$ cat src/hdl/mpjs_pkg.sv
// Shared types, codes and constants for the multi-policy job scheduler.
`timescale 1ns / 1ps
`default_nettype none
package mpjs_pkg;

    localparam int MAX_JOBS_DEF  = 16;
    localparam int WORK_BITS_DEF = 16;

    localparam int FIELD_W    = 16;
    localparam int PRIO_W     = 8;
    localparam int EIDX_W     = 4;
    localparam int SEL_W      = 4;
    localparam int POL_W      = 3;
    localparam int JCNT_W     = 5;
    localparam int CFG_IDX_W  = 1;
    localparam int CFG_DATA_W = 5;

    localparam logic OP_LOAD = 1'b0;
    localparam logic OP_TICK = 1'b1;

    localparam logic [CFG_IDX_W-1:0] CFG_POLICY    = 1'b0;
    localparam logic [CFG_IDX_W-1:0] CFG_JOB_COUNT = 1'b1;

    localparam logic [POL_W-1:0] POL_INDEX = 3'd0;
    localparam logic [POL_W-1:0] POL_FIFO  = 3'd1;
    localparam logic [POL_W-1:0] POL_SJF   = 3'd2;
    localparam logic [POL_W-1:0] POL_PSJF  = 3'd3;
    localparam logic [POL_W-1:0] POL_SRTF  = 3'd4;
    localparam logic [POL_W-1:0] POL_RR    = 3'd5;
    localparam logic [POL_W-1:0] POL_PRIO  = 3'd6;

    typedef enum logic [1:0] {
        JS_NONE = 2'd0,
        JS_WAIT = 2'd1,
        JS_RUN  = 2'd2,
        JS_DONE = 2'd3
    } job_state_t;

    typedef enum logic [3:0] {
        ST_IDLE,
        ST_LOAD,
        ST_CREDIT,
        ST_INIT,
        ST_SCAN,
        ST_MOD,
        ST_RR,
        ST_COMMIT,
        ST_FINISH
    } ctrl_state_t;

    typedef struct packed {
        logic capture;
        logic load_write;
        logic credit;
        logic scan_init;
        logic scan_step;
        logic mod_init;
        logic mod_step;
        logic rr_init;
        logic rr_step;
        logic commit;
        logic emit;
    } dp_cmd_t;

    typedef struct packed {
        logic scan_end;
        logic need_rr;
        logic mod_done;
        logic rr_done;
        logic is_tick;
        logic out_free;
    } dp_stat_t;

endpackage
`default_nettype wire

$ cat src/hdl/mpjs_ctrl.sv
// Controller state machine sequencing load, credit, scan, modulo, circular scan, commit and result steps.
`timescale 1ns / 1ps
`default_nettype none
module mpjs_ctrl
    import mpjs_pkg::*;
(
    input  wire logic     clk,
    input  wire logic     rst_n,
    input  wire logic     in_valid,
    input  wire logic     opcode,
    input  wire dp_stat_t stat,
    output dp_cmd_t       cmd,
    output logic          in_stall
);

    ctrl_state_t state_reg;
    ctrl_state_t state_next;

    always_ff @(posedge clk or negedge rst_n)
    begin
        if (!rst_n)
        begin
            state_reg <= ST_IDLE;
        end
        else
        begin
            state_reg <= state_next;
        end
    end

    always_comb
    begin
        state_next = state_reg;
        unique case (state_reg)
            ST_IDLE:
            begin
                if (in_valid)
                begin
                    state_next = (opcode == OP_TICK) ? ST_CREDIT : ST_LOAD;
                end
            end
            ST_LOAD:   state_next = ST_INIT;
            ST_CREDIT: state_next = ST_INIT;
            ST_INIT:   state_next = ST_SCAN;
            ST_SCAN:
            begin
                if (stat.scan_end)
                begin
                    if (!stat.is_tick)
                    begin
                        state_next = ST_FINISH;
                    end
                    else if (stat.need_rr)
                    begin
                        state_next = ST_MOD;
                    end
                    else
                    begin
                        state_next = ST_COMMIT;
                    end
                end
            end
            ST_MOD:
            begin
                if (stat.mod_done)
                begin
                    state_next = ST_RR;
                end
            end
            ST_RR:
            begin
                if (stat.rr_done)
                begin
                    state_next = ST_COMMIT;
                end
            end
            ST_COMMIT: state_next = ST_FINISH;
            ST_FINISH:
            begin
                if (stat.out_free)
                begin
                    state_next = ST_IDLE;
                end
            end
            default:   state_next = ST_IDLE;
        endcase
    end

    always_comb
    begin
        cmd      = '0;
        in_stall = 1'b1;
        unique case (state_reg)
            ST_IDLE:
            begin
                in_stall    = 1'b0;
                cmd.capture = in_valid;
            end
            ST_LOAD:   cmd.load_write = 1'b1;
            ST_CREDIT: cmd.credit     = 1'b1;
            ST_INIT:   cmd.scan_init  = 1'b1;
            ST_SCAN:
            begin
                cmd.scan_step = !stat.scan_end;
                cmd.mod_init  = stat.scan_end && stat.is_tick && stat.need_rr;
            end
            ST_MOD:
            begin
                cmd.mod_step = !stat.mod_done;
                cmd.rr_init  = stat.mod_done;
            end
            ST_RR:     cmd.rr_step = !stat.rr_done;
            ST_COMMIT: cmd.commit  = 1'b1;
            ST_FINISH: cmd.emit    = stat.out_free;
            default:   cmd         = '0;
        endcase
    end

endmodule
`default_nettype wire

$ cat src/hdl/mpjs_datapath.sv
// Job table, scan and selection datapath with the result register.
`timescale 1ns / 1ps
`default_nettype none
module mpjs_datapath
    import mpjs_pkg::*;
#(
    parameter int MAX_JOBS  = MAX_JOBS_DEF,
    parameter int WORK_BITS = WORK_BITS_DEF
)
(
    input  wire logic                  clk,
    input  wire logic                  rst_n,
    input  wire dp_cmd_t               cmd,
    output dp_stat_t                   stat,
    input  wire logic                  cfg_we,
    input  wire logic [CFG_IDX_W-1:0]  cfg_index,
    input  wire logic [CFG_DATA_W-1:0] cfg_wdata,
    input  wire logic                  opcode,
    input  wire logic [EIDX_W-1:0]     entry_index,
    input  wire logic [FIELD_W-1:0]    job_workload,
    input  wire logic [PRIO_W-1:0]     job_priority,
    input  wire logic [FIELD_W-1:0]    arrival_quantum,
    input  wire logic [FIELD_W-1:0]    work_done,
    input  wire logic                  out_stall,
    output logic                       out_valid,
    output logic [SEL_W-1:0]           selected_job,
    output logic                       dispatched,
    output logic                       switched,
    output logic                       all_done,
    output logic [FIELD_W-1:0]         quantum_now
);

    localparam int IDX_W = $clog2(MAX_JOBS);
    localparam int CNT_W = $clog2(MAX_JOBS + 1);
    localparam int KEY_W = (WORK_BITS > FIELD_W) ? WORK_BITS : FIELD_W;
    localparam int SUM_W = KEY_W + 1;
    localparam int N_W   = (CNT_W > JCNT_W) ? CNT_W : JCNT_W;
    localparam logic [WORK_BITS-1:0] WORK_MAX = '1;

    // captured item
    logic                 op_reg;
    logic [EIDX_W-1:0]    eidx_reg;
    logic [WORK_BITS-1:0] wl_reg;
    logic [PRIO_W-1:0]    pr_reg;
    logic [FIELD_W-1:0]   arr_reg;
    logic [FIELD_W-1:0]   wd_reg;

    // job table
    job_state_t           status_reg [MAX_JOBS];
    logic [WORK_BITS-1:0] exec_reg   [MAX_JOBS];
    logic [WORK_BITS-1:0] total_reg  [MAX_JOBS];
    logic [PRIO_W-1:0]    prio_reg   [MAX_JOBS];
    logic [FIELD_W-1:0]   arrival_reg[MAX_JOBS];

    logic [IDX_W-1:0]     running_reg;
    logic [FIELD_W-1:0]   quantum_reg;
    logic [POL_W-1:0]     policy_reg;
    logic [JCNT_W-1:0]    jcount_reg;

    // per-tick working state
    logic [IDX_W-1:0]     prev_reg;
    logic                 was_run_reg;
    logic                 intr_reg;
    logic [KEY_W-1:0]     lim_reg;
    logic                 lim_valid_reg;
    logic [PRIO_W-1:0]    prev_prio_reg;
    logic [CNT_W-1:0]     cnt_reg;
    logic [IDX_W-1:0]     best_reg;
    logic                 best_valid_reg;
    logic [KEY_W-1:0]     bk_reg;
    logic                 bk_valid_reg;
    logic                 alldone_reg;
    logic [CNT_W-1:0]     mod_reg;
    logic [IDX_W-1:0]     rr_idx_reg;
    logic [CNT_W-1:0]     rr_cnt_reg;
    logic                 rr_found_reg;
    logic [IDX_W-1:0]     rr_sel_reg;
    logic                 sw_reg;

    // result register
    logic                 out_valid_reg;
    logic [SEL_W-1:0]     sel_out_reg;
    logic                 disp_out_reg;
    logic                 sw_out_reg;
    logic                 done_out_reg;
    logic [FIELD_W-1:0]   q_out_reg;

    logic [CNT_W-1:0]     n_jobs;
    logic                 eidx_ok;
    logic [IDX_W-1:0]     widx;
    logic                 cur_run;
    logic [SUM_W-1:0]     ex_sum;
    logic [WORK_BITS-1:0] ex_sat;
    logic                 ex_fin;
    logic [WORK_BITS-1:0] rem_new;
    logic [IDX_W-1:0]     si;
    logic [WORK_BITS-1:0] rem_i;
    logic [KEY_W-1:0]     key_i;
    job_state_t           eff_st;
    logic                 take;
    logic                 rr_hit;
    logic [IDX_W-1:0]     rr_next;
    logic                 sel_valid;
    logic [IDX_W-1:0]     sel;
    logic                 now_run;
    logic [31:0]          run_ext;

    always_comb
    begin
        if (N_W'(jcount_reg) > N_W'(MAX_JOBS))
        begin
            n_jobs = CNT_W'(MAX_JOBS);
        end
        else
        begin
            n_jobs = CNT_W'(jcount_reg);
        end
    end

    assign eidx_ok = 32'(eidx_reg) < 32'(MAX_JOBS);
    assign widx    = IDX_W'(eidx_reg);

    // credit of the running job
    assign cur_run = (CNT_W'(running_reg) < n_jobs) && (status_reg[running_reg] == JS_RUN);
    assign ex_sum  = SUM_W'(exec_reg[running_reg]) + SUM_W'(wd_reg);
    assign ex_sat  = (ex_sum > SUM_W'(WORK_MAX)) ? WORK_MAX : ex_sum[WORK_BITS-1:0];
    assign ex_fin  = ex_sat >= total_reg[running_reg];
    assign rem_new = ex_fin ? '0 : (total_reg[running_reg] - ex_sat);

    // scan element
    assign si    = cnt_reg[IDX_W-1:0];
    assign rem_i = (exec_reg[si] < total_reg[si]) ? (total_reg[si] - exec_reg[si]) : '0;

    always_comb
    begin
        case (policy_reg)
            POL_FIFO:           key_i = KEY_W'(arrival_reg[si]);
            POL_SJF, POL_PSJF:  key_i = KEY_W'(total_reg[si]);
            POL_SRTF:           key_i = KEY_W'(rem_i);
            POL_PRIO:           key_i = KEY_W'(prio_reg[si]);
            default:            key_i = '0;
        endcase
    end

    always_comb
    begin
        eff_st = status_reg[si];
        if (op_reg == OP_TICK && status_reg[si] == JS_NONE && arrival_reg[si] == quantum_reg)
        begin
            eff_st = JS_WAIT;
        end
    end

    assign take    = (eff_st == JS_WAIT) && (!bk_valid_reg || key_i < bk_reg);
    assign rr_hit  = (status_reg[rr_idx_reg] == JS_WAIT) &&
                     ((policy_reg != POL_PRIO) || (prio_reg[rr_idx_reg] == prev_prio_reg));
    assign rr_next = ((CNT_W'(rr_idx_reg) + CNT_W'(1)) == n_jobs) ? '0 : rr_idx_reg + IDX_W'(1);

    always_comb
    begin
        sel_valid = best_valid_reg;
        sel       = best_reg;
        case (policy_reg)
            POL_FIFO, POL_SJF:
            begin
                if (intr_reg)
                begin
                    sel_valid = 1'b1;
                    sel       = prev_reg;
                end
            end
            POL_PSJF, POL_SRTF:
            begin
                if (intr_reg)
                begin
                    sel_valid = 1'b1;
                    sel       = best_valid_reg ? best_reg : prev_reg;
                end
            end
            POL_RR:
            begin
                sel_valid = rr_found_reg;
                sel       = rr_sel_reg;
            end
            POL_PRIO:
            begin
                if (best_valid_reg && best_reg == prev_reg)
                begin
                    sel_valid = rr_found_reg;
                    sel       = rr_sel_reg;
                end
            end
            default:
            begin
                sel_valid = best_valid_reg;
                sel       = best_reg;
            end
        endcase
    end

    assign now_run = (CNT_W'(running_reg) < n_jobs) && (status_reg[running_reg] == JS_RUN);
    assign run_ext = 32'(running_reg);

    assign stat.scan_end = (cnt_reg == n_jobs);
    assign stat.need_rr  = (n_jobs != '0) &&
                           ((policy_reg == POL_RR) ||
                            (policy_reg == POL_PRIO && best_valid_reg && best_reg == prev_reg));
    assign stat.mod_done = mod_reg < n_jobs;
    assign stat.rr_done  = rr_found_reg || (rr_cnt_reg == n_jobs);
    assign stat.is_tick  = (op_reg == OP_TICK);
    assign stat.out_free = !out_valid_reg || !out_stall;

    // item capture, no reset
    always_ff @(posedge clk)
    begin
        if (cmd.capture)
        begin
            op_reg   <= opcode;
            eidx_reg <= entry_index;
            wl_reg   <= WORK_BITS'(job_workload);
            pr_reg   <= job_priority;
            arr_reg  <= arrival_quantum;
            wd_reg   <= work_done;
        end
    end

    // payload columns of the table
    always_ff @(posedge clk)
    begin
        if (cmd.load_write && eidx_ok)
        begin
            total_reg[widx]   <= wl_reg;
            prio_reg[widx]    <= pr_reg;
            arrival_reg[widx] <= arr_reg;
        end
    end

    // status and executed work
    always_ff @(posedge clk or negedge rst_n)
    begin
        if (!rst_n)
        begin
            for (int i = 0; i < MAX_JOBS; i++)
            begin
                status_reg[i] <= JS_NONE;
                exec_reg[i]   <= '0;
            end
        end
        else if (cmd.load_write)
        begin
            if (eidx_ok)
            begin
                status_reg[widx] <= JS_NONE;
                exec_reg[widx]   <= '0;
            end
        end
        else if (cmd.credit)
        begin
            if (cur_run)
            begin
                exec_reg[running_reg]   <= ex_sat;
                status_reg[running_reg] <= ex_fin ? JS_DONE : JS_WAIT;
            end
        end
        else if (cmd.scan_step)
        begin
            status_reg[si] <= eff_st;
        end
        else if (cmd.commit)
        begin
            if (sel_valid)
            begin
                status_reg[sel] <= JS_RUN;
            end
        end
    end

    // control registers and scan state
    always_ff @(posedge clk or negedge rst_n)
    begin
        if (!rst_n)
        begin
            running_reg    <= '0;
            quantum_reg    <= '0;
            policy_reg     <= POL_INDEX;
            jcount_reg     <= '0;
            prev_reg       <= '0;
            was_run_reg    <= 1'b0;
            intr_reg       <= 1'b0;
            lim_reg        <= '0;
            lim_valid_reg  <= 1'b0;
            prev_prio_reg  <= '0;
            cnt_reg        <= '0;
            best_reg       <= '0;
            best_valid_reg <= 1'b0;
            bk_reg         <= '0;
            bk_valid_reg   <= 1'b0;
            alldone_reg    <= 1'b0;
            mod_reg        <= '0;
            rr_idx_reg     <= '0;
            rr_cnt_reg     <= '0;
            rr_found_reg   <= 1'b0;
            rr_sel_reg     <= '0;
            sw_reg         <= 1'b0;
            out_valid_reg  <= 1'b0;
        end
        else
        begin
            if (cfg_we)
            begin
                case (cfg_index)
                    CFG_POLICY:    policy_reg <= cfg_wdata[POL_W-1:0];
                    CFG_JOB_COUNT: jcount_reg <= cfg_wdata[JCNT_W-1:0];
                    default:       policy_reg <= policy_reg;
                endcase
            end
            if (cmd.load_write)
            begin
                lim_valid_reg <= 1'b0;
                intr_reg      <= 1'b0;
                sw_reg        <= 1'b0;
            end
            if (cmd.credit)
            begin
                prev_reg      <= running_reg;
                was_run_reg   <= cur_run;
                intr_reg      <= cur_run && !ex_fin;
                prev_prio_reg <= prio_reg[running_reg];
                lim_reg       <= (policy_reg == POL_SRTF) ? KEY_W'(rem_new)
                                                          : KEY_W'(total_reg[running_reg]);
                lim_valid_reg <= cur_run && !ex_fin &&
                                 (policy_reg == POL_PSJF || policy_reg == POL_SRTF);
            end
            if (cmd.scan_init)
            begin
                cnt_reg        <= '0;
                best_valid_reg <= 1'b0;
                bk_reg         <= lim_reg;
                bk_valid_reg   <= lim_valid_reg;
                alldone_reg    <= (n_jobs != '0);
                rr_found_reg   <= 1'b0;
            end
            if (cmd.scan_step)
            begin
                cnt_reg <= cnt_reg + CNT_W'(1);
                if (eff_st != JS_DONE)
                begin
                    alldone_reg <= 1'b0;
                end
                if (take)
                begin
                    best_reg       <= si;
                    best_valid_reg <= 1'b1;
                    bk_reg         <= key_i;
                    bk_valid_reg   <= 1'b1;
                end
            end
            // start of the circular scan: (prev + 1) mod n by repeated subtract
            if (cmd.mod_init)
            begin
                mod_reg <= CNT_W'(prev_reg) + CNT_W'(1);
            end
            if (cmd.mod_step)
            begin
                mod_reg <= mod_reg - n_jobs;
            end
            if (cmd.rr_init)
            begin
                rr_idx_reg   <= mod_reg[IDX_W-1:0];
                rr_cnt_reg   <= '0;
                rr_found_reg <= 1'b0;
            end
            if (cmd.rr_step)
            begin
                rr_cnt_reg <= rr_cnt_reg + CNT_W'(1);
                if (rr_hit)
                begin
                    rr_found_reg <= 1'b1;
                    rr_sel_reg   <= rr_idx_reg;
                end
                else
                begin
                    rr_idx_reg <= rr_next;
                end
            end
            if (cmd.commit)
            begin
                if (sel_valid)
                begin
                    running_reg <= sel;
                end
                sw_reg      <= (sel_valid != was_run_reg) || (sel_valid && sel != prev_reg);
                quantum_reg <= quantum_reg + FIELD_W'(1);
            end
            if (cmd.emit)
            begin
                out_valid_reg <= 1'b1;
            end
            else if (!out_stall)
            begin
                out_valid_reg <= 1'b0;
            end
        end
    end

    always_ff @(posedge clk)
    begin
        if (cmd.emit)
        begin
            sel_out_reg  <= now_run ? run_ext[SEL_W-1:0] : '0;
            disp_out_reg <= now_run;
            sw_out_reg   <= sw_reg;
            done_out_reg <= alldone_reg;
            q_out_reg    <= quantum_reg;
        end
    end

    assign out_valid    = out_valid_reg;
    assign selected_job = sel_out_reg;
    assign dispatched   = disp_out_reg;
    assign switched     = sw_out_reg;
    assign all_done     = done_out_reg;
    assign quantum_now  = q_out_reg;

endmodule
`default_nettype wire

$ cat src/hdl/multi_policy_job_scheduler_top.sv
// Top level of the multi-policy job scheduler: controller plus datapath.
//
//  channel | direction | handshake            | payload
//  --------+-----------+----------------------+-----------------------------------------
//  in      | input     | in_valid / in_stall  | opcode, entry_index, job_workload,
//          |           |                      | job_priority, arrival_quantum, work_done
//  out     | output    | out_valid / out_stall| selected_job, dispatched, switched,
//          |           |                      | all_done, quantum_now
//  cfg     | input     | cfg_we               | cfg_index, cfg_wdata
//
// One item at a time. A load steps through the load, init, scan and finish states,
// a tick through credit, init, scan, commit and finish. Round robin and priority
// ties add the modulo and circular scans. The table scan takes one entry per cycle.
// Reset clears job status, executed work, running job, quantum and control registers.
// The result register frees the input side: a new beat is taken while the last
// result still waits under out_stall.
`timescale 1ns / 1ps
`default_nettype none
module multi_policy_job_scheduler_top
    import mpjs_pkg::*;
#(
    parameter int MAX_JOBS  = MAX_JOBS_DEF,
    parameter int WORK_BITS = WORK_BITS_DEF
)
(
    input  wire logic                  clk,
    input  wire logic                  rst_n,
    input  wire logic                  cfg_we,
    input  wire logic [CFG_IDX_W-1:0]  cfg_index,
    input  wire logic [CFG_DATA_W-1:0] cfg_wdata,
    input  wire logic                  in_valid,
    output logic                       in_stall,
    input  wire logic                  opcode,
    input  wire logic [EIDX_W-1:0]     entry_index,
    input  wire logic [FIELD_W-1:0]    job_workload,
    input  wire logic [PRIO_W-1:0]     job_priority,
    input  wire logic [FIELD_W-1:0]    arrival_quantum,
    input  wire logic [FIELD_W-1:0]    work_done,
    output logic                       out_valid,
    input  wire logic                  out_stall,
    output logic [SEL_W-1:0]           selected_job,
    output logic                       dispatched,
    output logic                       switched,
    output logic                       all_done,
    output logic [FIELD_W-1:0]         quantum_now
);

    dp_cmd_t  cmd;
    dp_stat_t stat;

    // sequence the steps of each beat
    mpjs_ctrl u_ctrl (
        .clk      (clk),
        .rst_n    (rst_n),
        .in_valid (in_valid),
        .opcode   (opcode),
        .stat     (stat),
        .cmd      (cmd),
        .in_stall (in_stall)
    );

    // hold the job table, scan it and register the result
    mpjs_datapath #(
        .MAX_JOBS  (MAX_JOBS),
        .WORK_BITS (WORK_BITS)
    ) u_dp (
        .clk             (clk),
        .rst_n           (rst_n),
        .cmd             (cmd),
        .stat            (stat),
        .cfg_we          (cfg_we),
        .cfg_index       (cfg_index),
        .cfg_wdata       (cfg_wdata),
        .opcode          (opcode),
        .entry_index     (entry_index),
        .job_workload    (job_workload),
        .job_priority    (job_priority),
        .arrival_quantum (arrival_quantum),
        .work_done       (work_done),
        .out_stall       (out_stall),
        .out_valid       (out_valid),
        .selected_job    (selected_job),
        .dispatched      (dispatched),
        .switched        (switched),
        .all_done        (all_done),
        .quantum_now     (quantum_now)
    );

`ifndef SYNTH
    // an accepted beat keeps the block busy on the next cycle
    a_busy_after_accept: assert property (@(posedge clk) disable iff (!rst_n)
        (in_valid && !in_stall) |=> in_stall)
        else $error("input taken twice in a row");

    // no running job reads as index zero
    a_idle_sel_zero: assert property (@(posedge clk) disable iff (!rst_n)
        (out_valid && !dispatched) |-> (selected_job == '0))
        else $error("selected_job set without dispatch");

    // when every job is done nothing can be running
    a_done_not_running: assert property (@(posedge clk) disable iff (!rst_n)
        (out_valid && all_done) |-> !dispatched)
        else $error("dispatch reported with all jobs done");
`endif

endmodule
`default_nettype wire

$ cat config.mk
export PLATFORM = sky130hd
export DESIGN_NAME = multi_policy_job_scheduler_top
export DESIGN_NICKNAME = d
export VERILOG_FILES = /design/src/hdl/mpjs_pkg.sv /design/src/hdl/mpjs_ctrl.sv /design/src/hdl/mpjs_datapath.sv /design/src/hdl/multi_policy_job_scheduler_top.sv
export SDC_FILE = /design/constraint.sdc
export NUM_CORES = 2
export LEC_CHECK = 0
export BUFFER_PORTS_ARGS = -buffer_cell sky130_fd_sc_hd__buf_2
export CORE_MARGIN = 1
export CORE_UTILIZATION = 30
export DETAILED_ROUTE_END_ITERATION = 12
export PLACE_DENSITY_LB_ADDON = 0.05
export SLEW_MARGIN = 25
export SYNTH_ARGS = -nofsm -noshare
export SYNTH_HDL_FRONTEND = slang
export SYNTH_SLANG_ARGS = --single-unit
export TNS_END_PERCENT = 10
$ cat constraint.sdc
create_clock -name clk -period 17.7 [get_ports clk]
set_input_delay 2.655 -clock clk [delete_from_list [all_inputs] [get_ports clk]]
set_output_delay 2.655 -clock clk [all_outputs]
set_load 0.02 [all_outputs]
==> flow_metrics.py <==
metrics = {
    "status": {
        "status": "completed",
    },
    "drt": {
        "avgRoutedWirePerCell_um": 32.45,
        "final_antenna_net_count": 0,
        "routed_via_density": 5.614,
        "drt_iter0_markers": 3543,
        "drcViolationCount": 0,
        "vias": 37670,
        "drt-total-wl_mm": 217.7,
        "firstDrtPassIters": 7,
    },
    "timing": {
        "fin_crit_sh_pct": 52.65,
        "worst_pin_slew_ps": 1087,
        "maxSlewHeadroom_pct": 26.93,
        "skew_ps": 43.03,
        "fin_crit_ps": 9320,
        "finalSetupViolCount": 0,
        "finalSetupTns_ps": 0,
        "report.final.slew_viol_count": 0,
        "rsz0062_at_grt": "no",
        "fmax_ghz": 0.1073,
        "hold_viol": 0,
    },
    "power": {
        "ir_drop_mv": 0.1029,
        "p_leak_uw": 0.02271,
        "power_uw": 10510,
        "cellPowerDensity_nw_per_um2": 161.4,
    },
    "placed_design": {
        "routabilityCongestion": 0.8393,
        "dp_hpwl_mm": 135.4,
        "io_buffers": 96,
        "place_inst": 6454,
    },
    "global_route": {
        "antenna_found_initial": 7,
        "grt_pass1_wl_mm": 307.5,
        "overflow": 0,
        "grt_use_total_pct": 22.69,
        "grt_max_degree": 138,
        "grt_pass1_vias": 37910,
    },
    "critical_path": {
        "slowest_delay_ps": 830,
        "crit_slowest_cell": "buf_4",
        "path_class": "register to register",
        "critPathMaxFanout": 51,
        "end_kind": "register",
        "arrival_ps": 10020,
        "cpLargestDelayFamily": "compound AO/OA/AOI/OAI gates",
        "cp_num_buf_inv": 4,
        "crit_required_ps": 18400,
        "critPathLaunchType": "register",
    },
    "logic_synthesis": {
        "synth.distinct_cells": 84,
        "ys.flop_type": "edfxtp_1",
        "syn-num-nets": 4183,
        "postSynthRegisterBits": 1124,
        "ys_async_sr_fraction_pct": 35.59,
        "avgSynthCellArea_um2": 14.19,
        "seq_area_frac_synth_pct": 55.55,
        "ys.warnings.count": 0,
        "syn_area_um2": 57150,
        "syn_inst": 4028,
        "synth-edff-count": 724,
    },
    "cts": {
        "hold_buffers": 0,
        "ctsRootBufferMaster": "clkbuf_16",
        "cts_tree": "yes",
        "cts.clk_slew.worst_paths_ps": 60,
        "clkLatencyLatePin_ps": 810,
        "cts_resized": 0,
        "htreeDepth": 4,
        "numCtsBuffers": 140,
        "cts_sinks": 1124,
        "cts_setup_buffers": 0,
        "clockBufferDepth": 3,
    },
    "floorplanning": {
        "ios": 97,
        "dieHeight_um": 438.5,
        "rows": 159,
        "die_w_um": 438.5,
        "initial_core_util_pct": 30.30,
        "fp.dieArea_um2": 192300,
        "core_um2": 188600,
    },
    "run": {
        "drv_cap": 0,
    },
    "worst_hold_path": {
        "hold_class": "register to register",
    },
    "final_layout": {
        "layout-drive-gt1-share_pct": 24.38,
        "nets": 4256,
        "layout_common_cells": "edfxtp_1 (724), mux4_2 (490), dfrtp_1 (389)",
        "fin_cells": 6710,
        "final_common_cell": "edfxtp_1",
        "area_delta_synth_final_pct": 13.96,
    },
}
## area by class of cell
cell class / count / area [µm²]
Fill cell: 18250 / 123500
Sequential cell: 1124 / 31780
Multi-Input combinational cell: 2519 / 23960
Clock buffer: 185 / 3784
Tap cell: 2495 / 3122
Timing Repair Buffer: 220 / 1459
Clock inverter: 69 / 648.1
Inverter: 96 / 372.9
Antenna cell: 2 / 5.005
## where the power goes
part	internal [µW]	total (µW)	switching (µW)	leakage (µW)
clock	1630	2810	1190	0.00217
combinational	1570	4300	2730	0.00861
sequential	3060	3400	333	0.0119
total	6260	10500	4250	0.0227
## synth_stat cells, drive strengths merged, types with 15 or more instances
cell    number  share of area (%)
o21ai      363                3.2
a21oi      138                1.2
xnor2       50               0.77
a221oi      17               0.26
a22oi       21               0.28
clkbuf     183                1.2
and2        23               0.25
mux2i       98                1.7
mux4       498                 20
edfxtp     724                 38
inv         96               0.63
ha          79                1.7
a211oi      16               0.23
nor3b       15               0.20
o221ai      18               0.28
a21o        20               0.26
buf        106               0.99
xor2        46               0.70
nor3        46               0.40
mux2        45               0.99
nand3      212                1.9
nand2b      17               0.19
a31oi       33               0.36
nand2      305                2.0
and3        20               0.22
nor2       169                1.1
nor2b       52               0.57
o211ai      19               0.25
dfrtp      400                 18
## worst register-to-register path, stage by stage, from the launching register on
cell and delay [ps]:
dfrtp_4 580, buf_4 570, buf_4 860, mux4_2 440, mux4_2 520, ha_1 240, fa_1 460, a21oi_1 260
nor2_1 100, o311ai_0 500, a31oi_1 210, o21ai_0 320, a2111oi_2 120, buf_4 200, or2_2 420, nor2_1 600
inv_1 150, fa_1 460, nor2b_1 120, o21ai_0 100, a21boi_0 350, o31a_1 250, o211ai_1 140, and2_1 430
nor2_1 470, a32oi_1 180, o21ai_0 190
## metrics by stage
stage               setup WS, ps  hold WS, ps  utilization [%]  cell area, µm²
detailed placement          8335        449.9            32.18           60690
floorplan                   9270        419.6                -           57150
finish                      8380        459.5            34.54           65130
global placement            8422        447.3            32.18           60680
global route                7718        486.5            34.54           65130
CTS                         8319        463.0            34.53           65120
## per-layer routing
| layer | up-vias | share of wire (%) | GRT usage, % |
|---|---|---|---|
| met3 | 264 | 4.9 | 3.303 |
| li1 | 16040 | - | - |
| met5 | - | 0.012 | 0 |
| met1 | 20220 | 47 | 32.93 |
| met2 | 1145 | 46 | 35.72 |
| met4 | 4 | 2.1 | 5.250 |
## kinds of logic (layout without fill, tap and decap cells)
kind of cell	Yosys count	count (layout)	synth area share [%]
AO/OA/AOI/OAI	776	776	8.295
XOR/XNOR	96	96	1.471
adder cells (fa/ha/maj)	83	83	1.870
buffers and inverters	385	570	2.826
flip-flops	1124	1124	55.55
multiplexers	641	641	22.38
other	0	2	0
AND/OR/NAND/NOR	923	923	7.601
## path summary, 6_finish.rpt
| kind | start | to | slack, ps | cells past startpoint |
|---|---|---|---|---|
| setup / recovery | u_dp.running_reg[1] | u_dp.lim_reg[13] | 8380 | 26 |
| hold / removal | u_dp.sw_reg | u_dp.switched | 460 | 0 |
| setup reg to reg | u_dp.running_reg[1] | u_dp.lim_reg[13] | 8380 | 26 |
| hold reg to reg | u_dp.sw_reg | u_dp.switched | 460 | 0 |
| max in group asynchronous | rst_n | u_dp.running_reg[3] | 13770 | 3 |
| min in group asynchronous | rst_n | u_dp.exec_reg[201] | 1860 | 1 |
No activity file was read; power rests on OpenSTA's default activity.
